## src/rtl/istt_pkg.sv

```systemverilog
// Package for the instruction stream transfer tally.
// Holds widths, opcode codes, instruction kind type and the opcode length table.
// No dependencies.
`default_nettype none

package istt_pkg;

   localparam int TotalWidth = 32;   // width of the running totals, 25..64
   localparam int WordWidth  = 32;
   localparam int BankWidth  = 6;

   typedef logic [TotalWidth-1:0] total_type;
   typedef logic [WordWidth-1:0]  word_type;
   typedef logic [BankWidth-1:0]  bank_type;
   typedef logic [2:0]            pos_type;
   typedef logic [3:0]            opcode_type;

   localparam opcode_type OpLoad = 4'h0;
   localparam opcode_type OpSave = 4'h4;

   localparam bank_type ParamBankBaseReset = 6'd16;

   typedef enum logic [1:0] {
      KindOther = 2'd0,
      KindLoad  = 2'd1,
      KindSave  = 2'd2
   } kind_type;

   // Instruction length in words; zero marks an unknown opcode.
   function automatic pos_type op_words(input opcode_type op);
      pos_type n;
      unique case (op)
         4'h0:    n = 3'd5;
         4'h1:    n = 3'd6;
         4'h2:    n = 3'd5;
         4'h4:    n = 3'd5;
         4'h6:    n = 3'd2;
         4'h7:    n = 3'd1;
         4'h8:    n = 3'd5;
         4'h9:    n = 3'd4;
         4'hA:    n = 3'd5;
         4'hB:    n = 3'd3;
         4'hC:    n = 3'd5;
         4'hD:    n = 3'd3;
         4'hE:    n = 3'd3;
         default: n = 3'd0;
      endcase
      return n;
   endfunction

endpackage

`default_nettype wire

```

## src/rtl/istt_if.sv

```systemverilog
// Channel interfaces for the instruction stream transfer tally.
// Uses istt_pkg for payload types.
`default_nettype none

interface istt_req_if;
   logic               valid;
   logic               ready;
   istt_pkg::word_type code_word;
   logic               last_word;

   modport source (output valid, output code_word, output last_word, input ready);
   modport sink   (input valid, input code_word, input last_word, output ready);
endinterface

interface istt_rsp_if;
   logic                valid;
   logic                ready;
   istt_pkg::word_type  load_image_total;
   istt_pkg::word_type  load_param_total;
   istt_pkg::word_type  save_total;
   logic                bad_opcode;
   logic                final_totals;

   modport source (output valid, output load_image_total, output load_param_total,
                   output save_total, output bad_opcode, output final_totals,
                   input ready);
   modport sink   (input valid, input load_image_total, input load_param_total,
                   input save_total, input bad_opcode, input final_totals,
                   output ready);
endinterface

interface istt_csr_if;
   logic               valid;
   logic               ready;
   istt_pkg::bank_type param_bank_base;

   modport source (output valid, output param_bank_base, input ready);
   modport sink   (input valid, input param_bank_base, output ready);
endinterface

`default_nettype wire

```

## src/rtl/instruction_stream_transfer_tally.sv

```systemverilog
// Instruction stream transfer tally: walks a machine-code stream one word per
// transfer and keeps running load/save size totals.
// Depends on istt_pkg and the channel interfaces in istt_if.sv.
//
// Usage:
//   req_ch  - one 32-bit code word per transfer, last_word marks program end.
//   rsp_ch  - one result per code word: the three totals after that word,
//             bad_opcode for a head word with an unknown opcode, and
//             final_totals echoing last_word. Totals clear after a last word.
//   csr_ch  - writes param_bank_base (always ready); write only while idle.
// Path: a word taken on req_ch passes two register stages (input register,
//   result register) before its result appears on rsp_ch.
// Throughput: one word per cycle unless rsp_ch stalls; the whole parse step and the 11x15 bit
//   size multiply-accumulate sit between the input and result registers.
// Reset (synchronous, active high) empties both stages, clears totals and
//   parse position and sets param_bank_base to 16.
// When the receiver stalls, the result register holds and the input register
//   still takes one more word; further words wait until rsp_ch moves.
`default_nettype none

module instruction_stream_transfer_tally (
   input  wire logic    clock,
   input  wire logic    reset,
   istt_req_if.sink     req_ch,
   istt_rsp_if.source   rsp_ch,
   istt_csr_if.sink     csr_ch
);

   // configuration
   istt_pkg::bank_type  param_bank_base_ff;

   // input register
   logic                s1_vld_ff;
   istt_pkg::word_type  s1_word_ff;
   logic                s1_last_ff;

   // parse state
   istt_pkg::pos_type   pos_ff,   pos_in;
   istt_pkg::pos_type   words_ff, words_in;
   istt_pkg::kind_type  kind_ff,  kind_in;
   logic                param_bank_ff, param_bank_in;
   istt_pkg::total_type image_sum_ff, image_sum_in;
   istt_pkg::total_type param_sum_ff, param_sum_in;
   istt_pkg::total_type store_sum_ff, store_sum_in;

   // result register
   logic                rsp_vld_ff;
   istt_pkg::word_type  rsp_image_ff, rsp_param_ff, rsp_store_ff;
   logic                rsp_bad_ff, rsp_final_ff;

   logic                adv;
   logic                req_take;
   logic                head;
   istt_pkg::opcode_type op;
   istt_pkg::pos_type   op_len;
   logic                bad;
   istt_pkg::pos_type   pos_inc;
   istt_pkg::pos_type   words_sel;
   logic [10:0]         len_p1;
   logic [13:0]         chan_raw;
   logic [14:0]         chan_p1;
   logic [25:0]         prod;
   istt_pkg::total_type prod_ext;

   assign adv      = s1_vld_ff && (!rsp_vld_ff || rsp_ch.ready);
   assign req_take = req_ch.valid && req_ch.ready;

   assign req_ch.ready = !s1_vld_ff || adv;
   assign csr_ch.ready = 1'b1;

   assign rsp_ch.valid            = rsp_vld_ff;
   assign rsp_ch.load_image_total = rsp_image_ff;
   assign rsp_ch.load_param_total = rsp_param_ff;
   assign rsp_ch.save_total       = rsp_store_ff;
   assign rsp_ch.bad_opcode       = rsp_bad_ff;
   assign rsp_ch.final_totals     = rsp_final_ff;

   // parse step for the word in the input register
   always_comb begin
      head     = (pos_ff == 3'd0);
      op       = s1_word_ff[31:28];
      op_len   = istt_pkg::op_words(op);
      bad      = head && (op_len == 3'd0);

      len_p1   = {1'b0, s1_word_ff[9:0]} + 11'd1;
      chan_raw = (kind_ff == istt_pkg::KindSave) ? {2'b00, s1_word_ff[21:10]}
                                                 : s1_word_ff[23:10];
      chan_p1  = {1'b0, chan_raw} + 15'd1;
      prod     = 26'(len_p1) * 26'(chan_p1);
      prod_ext = istt_pkg::total_type'(prod);

      words_in      = words_ff;
      kind_in       = kind_ff;
      param_bank_in = param_bank_ff;
      image_sum_in  = image_sum_ff;
      param_sum_in  = param_sum_ff;
      store_sum_in  = store_sum_ff;

      if (head) begin
         words_in = (op_len == 3'd0) ? 3'd1 : op_len;
         if (op == istt_pkg::OpLoad) begin
            kind_in = istt_pkg::KindLoad;
         end else if (op == istt_pkg::OpSave) begin
            kind_in = istt_pkg::KindSave;
         end else begin
            kind_in = istt_pkg::KindOther;
         end
         param_bank_in = (s1_word_ff[19:14] >= param_bank_base_ff);
      end else if (pos_ff == 3'd2) begin
         if (kind_ff == istt_pkg::KindLoad) begin
            if (param_bank_ff) begin
               param_sum_in = param_sum_ff + prod_ext;
            end else begin
               image_sum_in = image_sum_ff + prod_ext;
            end
         end else if (kind_ff == istt_pkg::KindSave) begin
            store_sum_in = store_sum_ff + prod_ext;
         end
      end

      pos_inc   = pos_ff + 3'd1;
      words_sel = words_in;
      pos_in    = (pos_inc >= words_sel) ? 3'd0 : pos_inc;
   end

   always_ff @(posedge clock) begin
      if (reset) begin
         param_bank_base_ff <= istt_pkg::ParamBankBaseReset;
         s1_vld_ff          <= 1'b0;
         rsp_vld_ff         <= 1'b0;
         pos_ff             <= '0;
         words_ff           <= '0;
         kind_ff            <= istt_pkg::KindOther;
         param_bank_ff      <= 1'b0;
         image_sum_ff       <= '0;
         param_sum_ff       <= '0;
         store_sum_ff       <= '0;
      end else begin
         if (csr_ch.valid) begin
            param_bank_base_ff <= csr_ch.param_bank_base;
         end

         if (req_take) begin
            s1_vld_ff <= 1'b1;
         end else if (adv) begin
            s1_vld_ff <= 1'b0;
         end

         if (adv) begin
            rsp_vld_ff <= 1'b1;
         end else if (rsp_ch.ready) begin
            rsp_vld_ff <= 1'b0;
         end

         if (adv) begin
            if (s1_last_ff) begin
               // end of program: drop any open instruction and clear the totals
               pos_ff        <= '0;
               words_ff      <= '0;
               kind_ff       <= istt_pkg::KindOther;
               param_bank_ff <= 1'b0;
               image_sum_ff  <= '0;
               param_sum_ff  <= '0;
               store_sum_ff  <= '0;
            end else begin
               pos_ff        <= pos_in;
               words_ff      <= words_in;
               kind_ff       <= kind_in;
               param_bank_ff <= param_bank_in;
               image_sum_ff  <= image_sum_in;
               param_sum_ff  <= param_sum_in;
               store_sum_ff  <= store_sum_in;
            end
         end
      end
   end

   // payload registers
   always_ff @(posedge clock) begin
      if (req_take) begin
         s1_word_ff <= req_ch.code_word;
         s1_last_ff <= req_ch.last_word;
      end
      if (adv) begin
         rsp_image_ff <= 32'(image_sum_in);
         rsp_param_ff <= 32'(param_sum_in);
         rsp_store_ff <= 32'(store_sum_in);
         rsp_bad_ff   <= bad;
         rsp_final_ff <= s1_last_ff;
      end
   end

   // no instruction is longer than six words
   a_pos_range: assert property (@(posedge clock) disable iff (reset)
      pos_ff <= 3'd5)
      else $error("parse position out of range");

   a_last_clears: assert property (@(posedge clock) disable iff (reset)
      (adv && s1_last_ff) |=> (pos_ff == 3'd0 && image_sum_ff == '0 &&
                               param_sum_ff == '0 && store_sum_ff == '0))
      else $error("state not cleared after last word");

   a_sums_only_word2: assert property (@(posedge clock) disable iff (reset)
      (adv && !s1_last_ff && pos_ff != 3'd2) |=>
         ($stable(image_sum_ff) && $stable(param_sum_ff) && $stable(store_sum_ff)))
      else $error("total changed away from word two");

   a_bad_head_only: assert property (@(posedge clock) disable iff (reset)
      (adv && !head) |=> !rsp_bad_ff)
      else $error("bad opcode flagged on a non-head word");

endmodule

`default_nettype wire
```

## src/flat_wrapper.sv

```systemverilog
// flat-port wrapper written by rule: the top's interface ports become plain ports
module instruction_stream_transfer_tally_flat 
  (clock, reset, req_ch_valid, req_ch_code_word, req_ch_last_word, req_ch_ready, rsp_ch_valid, rsp_ch_load_image_total, rsp_ch_load_param_total, rsp_ch_save_total, rsp_ch_bad_opcode, rsp_ch_final_totals, rsp_ch_ready, csr_ch_valid, csr_ch_param_bank_base, csr_ch_ready);
  istt_req_if req_ch_i ();
  istt_rsp_if rsp_ch_i ();
  istt_csr_if csr_ch_i ();
  input  wire logic clock;
  input  wire logic reset;
  input wire logic [$bits(req_ch_i.valid)-1:0] req_ch_valid;
  input wire logic [$bits(req_ch_i.code_word)-1:0] req_ch_code_word;
  input wire logic [$bits(req_ch_i.last_word)-1:0] req_ch_last_word;
  output wire logic [$bits(req_ch_i.ready)-1:0] req_ch_ready;
  output wire logic [$bits(rsp_ch_i.valid)-1:0] rsp_ch_valid;
  output wire logic [$bits(rsp_ch_i.load_image_total)-1:0] rsp_ch_load_image_total;
  output wire logic [$bits(rsp_ch_i.load_param_total)-1:0] rsp_ch_load_param_total;
  output wire logic [$bits(rsp_ch_i.save_total)-1:0] rsp_ch_save_total;
  output wire logic [$bits(rsp_ch_i.bad_opcode)-1:0] rsp_ch_bad_opcode;
  output wire logic [$bits(rsp_ch_i.final_totals)-1:0] rsp_ch_final_totals;
  input wire logic [$bits(rsp_ch_i.ready)-1:0] rsp_ch_ready;
  input wire logic [$bits(csr_ch_i.valid)-1:0] csr_ch_valid;
  input wire logic [$bits(csr_ch_i.param_bank_base)-1:0] csr_ch_param_bank_base;
  output wire logic [$bits(csr_ch_i.ready)-1:0] csr_ch_ready;
  assign req_ch_i.valid = req_ch_valid;
  assign req_ch_i.code_word = req_ch_code_word;
  assign req_ch_i.last_word = req_ch_last_word;
  assign req_ch_ready = req_ch_i.ready;
  assign rsp_ch_valid = rsp_ch_i.valid;
  assign rsp_ch_load_image_total = rsp_ch_i.load_image_total;
  assign rsp_ch_load_param_total = rsp_ch_i.load_param_total;
  assign rsp_ch_save_total = rsp_ch_i.save_total;
  assign rsp_ch_bad_opcode = rsp_ch_i.bad_opcode;
  assign rsp_ch_final_totals = rsp_ch_i.final_totals;
  assign rsp_ch_i.ready = rsp_ch_ready;
  assign csr_ch_i.valid = csr_ch_valid;
  assign csr_ch_i.param_bank_base = csr_ch_param_bank_base;
  assign csr_ch_ready = csr_ch_i.ready;
  instruction_stream_transfer_tally u_core (.clock(clock), .reset(reset), .req_ch(req_ch_i), .rsp_ch(rsp_ch_i), .csr_ch(csr_ch_i));
endmodule
```

## config.mk

```make
export PLATFORM = sky130hd
export DESIGN_NAME = instruction_stream_transfer_tally_flat
export DESIGN_NICKNAME = d
export VERILOG_FILES = /design/src/rtl/istt_pkg.sv /design/src/rtl/istt_if.sv /design/src/rtl/instruction_stream_transfer_tally.sv /design/src/flat_wrapper.sv
export SDC_FILE = /design/constraint.sdc
export NUM_CORES = 1
export LEC_CHECK = 0
export BUFFER_PORTS_ARGS = -buffer_cell sky130_fd_sc_hd__buf_4
export CAP_MARGIN = 0
export CORE_UTILIZATION = 50
export DETAILED_ROUTE_END_ITERATION = 10
export PLACE_DENSITY = 0.68
export SYNTH_ARGS = -nofsm -noshare
export SYNTH_HDL_FRONTEND = slang
export SYNTH_SLANG_ARGS = --single-unit
```

## constraint.sdc

```tcl
create_clock -name clock -period 10.11 [get_ports clock]
set_input_delay 0.5055 -clock clock [delete_from_list [all_inputs] [get_ports clock]]
set_output_delay 0.5055 -clock clock [all_outputs]
set_load 0.1 [all_outputs]
```

==> run_results.csv <==
group,metric,value,unit
synth,synthTopCellsByArea,"edfxtp_1, fa_1, dfxtp_1, ha_1, nand2_1",
floorplanning,rows,71,
cells_and_area,diodes,0,
setup_path,r2r_start,"u_core.s1_word_ff[10]",
clock_network,clock_latency,0.60,ns
placed_design,place_congestion,0.8964,
setup_path,crit_required,10.63,ns
setup_path,crit_path_frequent_cell,"fa_1",
synth,seq_area_frac_synth,32.07,%
drt,dr_total_vias,15410,
setup_path,timing.rr.end,"u_core.image_sum_ff[30]",
grt,grt_max_degree,75,
clock_network,cts.clk_slew.worst_paths,0.06,ns
status,status,"finished, final reports clean",
flow_run,drv_cap,0,
floorplanning,start_util,50.80,%
grt,grt_pass1_wl,78140,um
setup_path,cp-start-kind,"flip-flop",
sta,finClkSkew,0.04144,ns
synth,async_flop_share,0,%
sta,drv_slew,0,
floorplanning,core_area,37670,sq um
synth,synth_seq_cells,243,
floorplanning,die_w,197.6,um
setup_path,end_kind,"flip-flop",
setup_path,r2r_cells,28,
floorplanning,dieArea,39050,sq um
drt,drc,0,
setup_path,endpoint,"u_core.image_sum_ff[30]",
sta,fin_crit_sh,93.44,%
synth,synth.largest_area_cell,"edfxtp_1",
setup_path,criticalPathCategory,"flip-flop to flip-flop",
synth,synth.yosys.warnings,0,
sta,relSlewSlack,24.60,%
floorplanning,die_h,197.6,um
grt,grt_overflow,0,
synth,syn-num-nets,2410,
cells_and_area,final_cell_mix,"nand2_1, nor2_1, inv_1",
placed_design,dp_cells,2701,
sta,period_minus_slack,9.447,ns
drt,wirelength,49590,um
setup_path,r2r_setup_slack,0.66,ns
clock_network,ctsHoldBuffers,0,
clock_network,htree_levels,1,
synth,synth_top_cell_area_share,19.93,%
clock_network,cts_buffers,28,
clock_network,cts_resized,0,
cells_and_area,area.growth.synth_to_final,14.20,%
clock_network,cts_tree,"done",
drt,wl_per_cell,18.01,um
drt,firstDrtPassIters,6,
synth,synth_edf_count,127,
sta,fmax,105.9,MHz
sta,setup_viol,0,
synth,syn_area_per_cell,9.212,sq um
grt,grt_antenna_before_repair,0,
grt,grt_pass1_vias,14830,
drt,postRouteAntennaNets,0,
setup_path,cp.arrival,9.97,ns
clock_network,clock_path_buffers,3,
grt,grtUsageTotal,25.54,%
cells_and_area,finalNonFillerCells,2753,
clock_network,cts_root_buf,"clkbuf_16",
placed_design,post-dp-hpwl,37990,um
synth,syn_area,19130,sq um
setup_path,slowest_stage,"edfxtp_1",
cells_and_area,final_nets,2553,
setup_path,cp-startpoint,"u_core.s1_word_ff[10]",
sta,rsz0062_at_grt,"no",
floorplanning,pin_count,145,
sta,finalSetupTns,0,ns
placed_design,io_buffers,139,
cells_and_area,drive_gt1_share,11.46,%
drt,vias_per_cell,5.596,
clock_network,clock-sinks,243,
synth,synth.distinct_cells,75,
setup_path,cpPeakStageDelay,0.67,ns
cells_and_area,fin_util,58.01,%
cells_and_area,fillers,3383,
cells_and_area,final_common_cell,"nand2_1",
clock_network,postCtsSetupBuffers,0,
sta,worstMarginPinSlew,1.124,ns
synth,synth_ff_type,"edfxtp_1",
worst_hold_path,hold_path.class,"input pin to flip-flop",
setup_path,crit_fanout,14,
sta,final-hold-violation-count,0,
synth,synthCells,2077,
drt,drt_iter0_drc,1056,
-- worst max-delay path, delay by kind of cell, from the launching register on --
family | cells | cell delay (ns)
AOI/OAI and AO/OA | 9 | 1.72
xor gates and xnor gates | 2 | 0.85
adders and majority gates | 8 | 3.53
buffers and inverters | 2 | 0.25
DFF | 1 | 0.67
and+or+nand+nor | 7 | 2.39
-- sequential cells by signal, indices dropped and copies added (netlist names) --
register and cells:
u_core.image_sum_ff 32, u_core.kind_ff 2, u_core.op_len 3, u_core.param_bank_base_ff 6
u_core.param_bank_ff 1, u_core.param_sum_ff 32, u_core.pos_ff 3, u_core.rsp_ch.bad_opcode 1
u_core.rsp_ch.final_totals 1, u_core.rsp_ch.load_image_total 32, u_core.rsp_ch.load_param_total 32, u_core.rsp_ch.save_total 32
u_core.rsp_ch.valid 1, u_core.s1_last_ff 1, u_core.s1_vld_ff 1, u_core.s1_word_ff 28
u_core.store_sum_ff 32, u_core.words_ff 3
-- worst min-delay path by stage --
stage / endpoint / start / slack, ns / depth (start not counted)
after global routing: u_core.s1_word_ff[29] / req_ch_code_word[29] / 0.08 / 1
after global placement: u_core.image_sum_ff[28] / u_core.image_sum_ff[28] / 0.42 / 1
after detailed placement: u_core.image_sum_ff[28] / u_core.image_sum_ff[28] / 0.45 / 1
after floorplan: u_core.image_sum_ff[28] / u_core.image_sum_ff[28] / 0.41 / 1
final: u_core.s1_word_ff[29] / req_ch_code_word[29] / 0.09 / 1
after CTS: u_core.s1_word_ff[29] / req_ch_code_word[29] / 0.06 / 1
-- routing by layer --
metal | vias up | GRT usage (%) | part of all wire [%]
li1 | 7516 | - | -
met5 | - | 0 | 0
met4 | 0 | 9.245 | 3.2
met1 | 7336 | 34.72 | 45
met3 | 74 | 4.217 | 6.5
met2 | 480 | 40.96 | 45
-- synth_stat cells (14+ instances only) --
cell type and count:
nor2_1 201, a22oi_1 46, a211oi_1 16, fa_1 119, a21oi_1 91, dfxtp_1 116, inv_1 180, and3_1 14
nand2b_1 24, nand3_1 36, a31oi_1 19, clkbuf_1 58, ha_1 170, mux2_2 16, and2_1 26, a21o_1 46
nor3_1 28, o21ai_0 116, xor2_1 50, nand4_1 15, a22o_1 22, nand2_1 274, edfxtp_1 127, o31ai_1 14
xnor2_1 81, nor2b_1 19
-- kinds of logic after synthesis --
kind of cell               count (synthesis)  synth area share (%)
buffers and inverters                    242                 4.774
AOI/OAI and AO/OA                        457                 15.62
xor gates and xnor gates                 131                 5.997
DFF                                      243                 32.07
and+or+nand+nor                          683                 16.10
adders and majority gates                289                 23.57
other                                      1               0.01960
muxes                                     31                 1.857
-- final cells by class --
cell class / count / area (sq um) / area share [%]
clock inverter: 15 / 219.0 / 1.002
timing repair buffer: 175 / 1314 / 6.013
inverter: 180 / 678.2 / 3.104
clock buffer: 37 / 774.5 / 3.545
tap: 511 / 639.4 / 2.926
multi-input combinational: 1592 / 12090 / 55.33
sequential: 243 / 6136 / 28.08
-- per-stage QoR --
step,worst slack (ns),hold WS (ns),cell area [sq um]
floorplan,1.874,0.4123,19130
global placement,0.8259,0.4236,20860
detailed placement,0.6726,0.4547,20860
CTS,0.6624,0.05918,21850
global route,0.1118,0.07841,21850
finish,0.6631,0.09011,21850
Power is left out: the tool's default activity adds up to more than one toggle a clock period on the data nets, which glitch-free logic cannot reach.
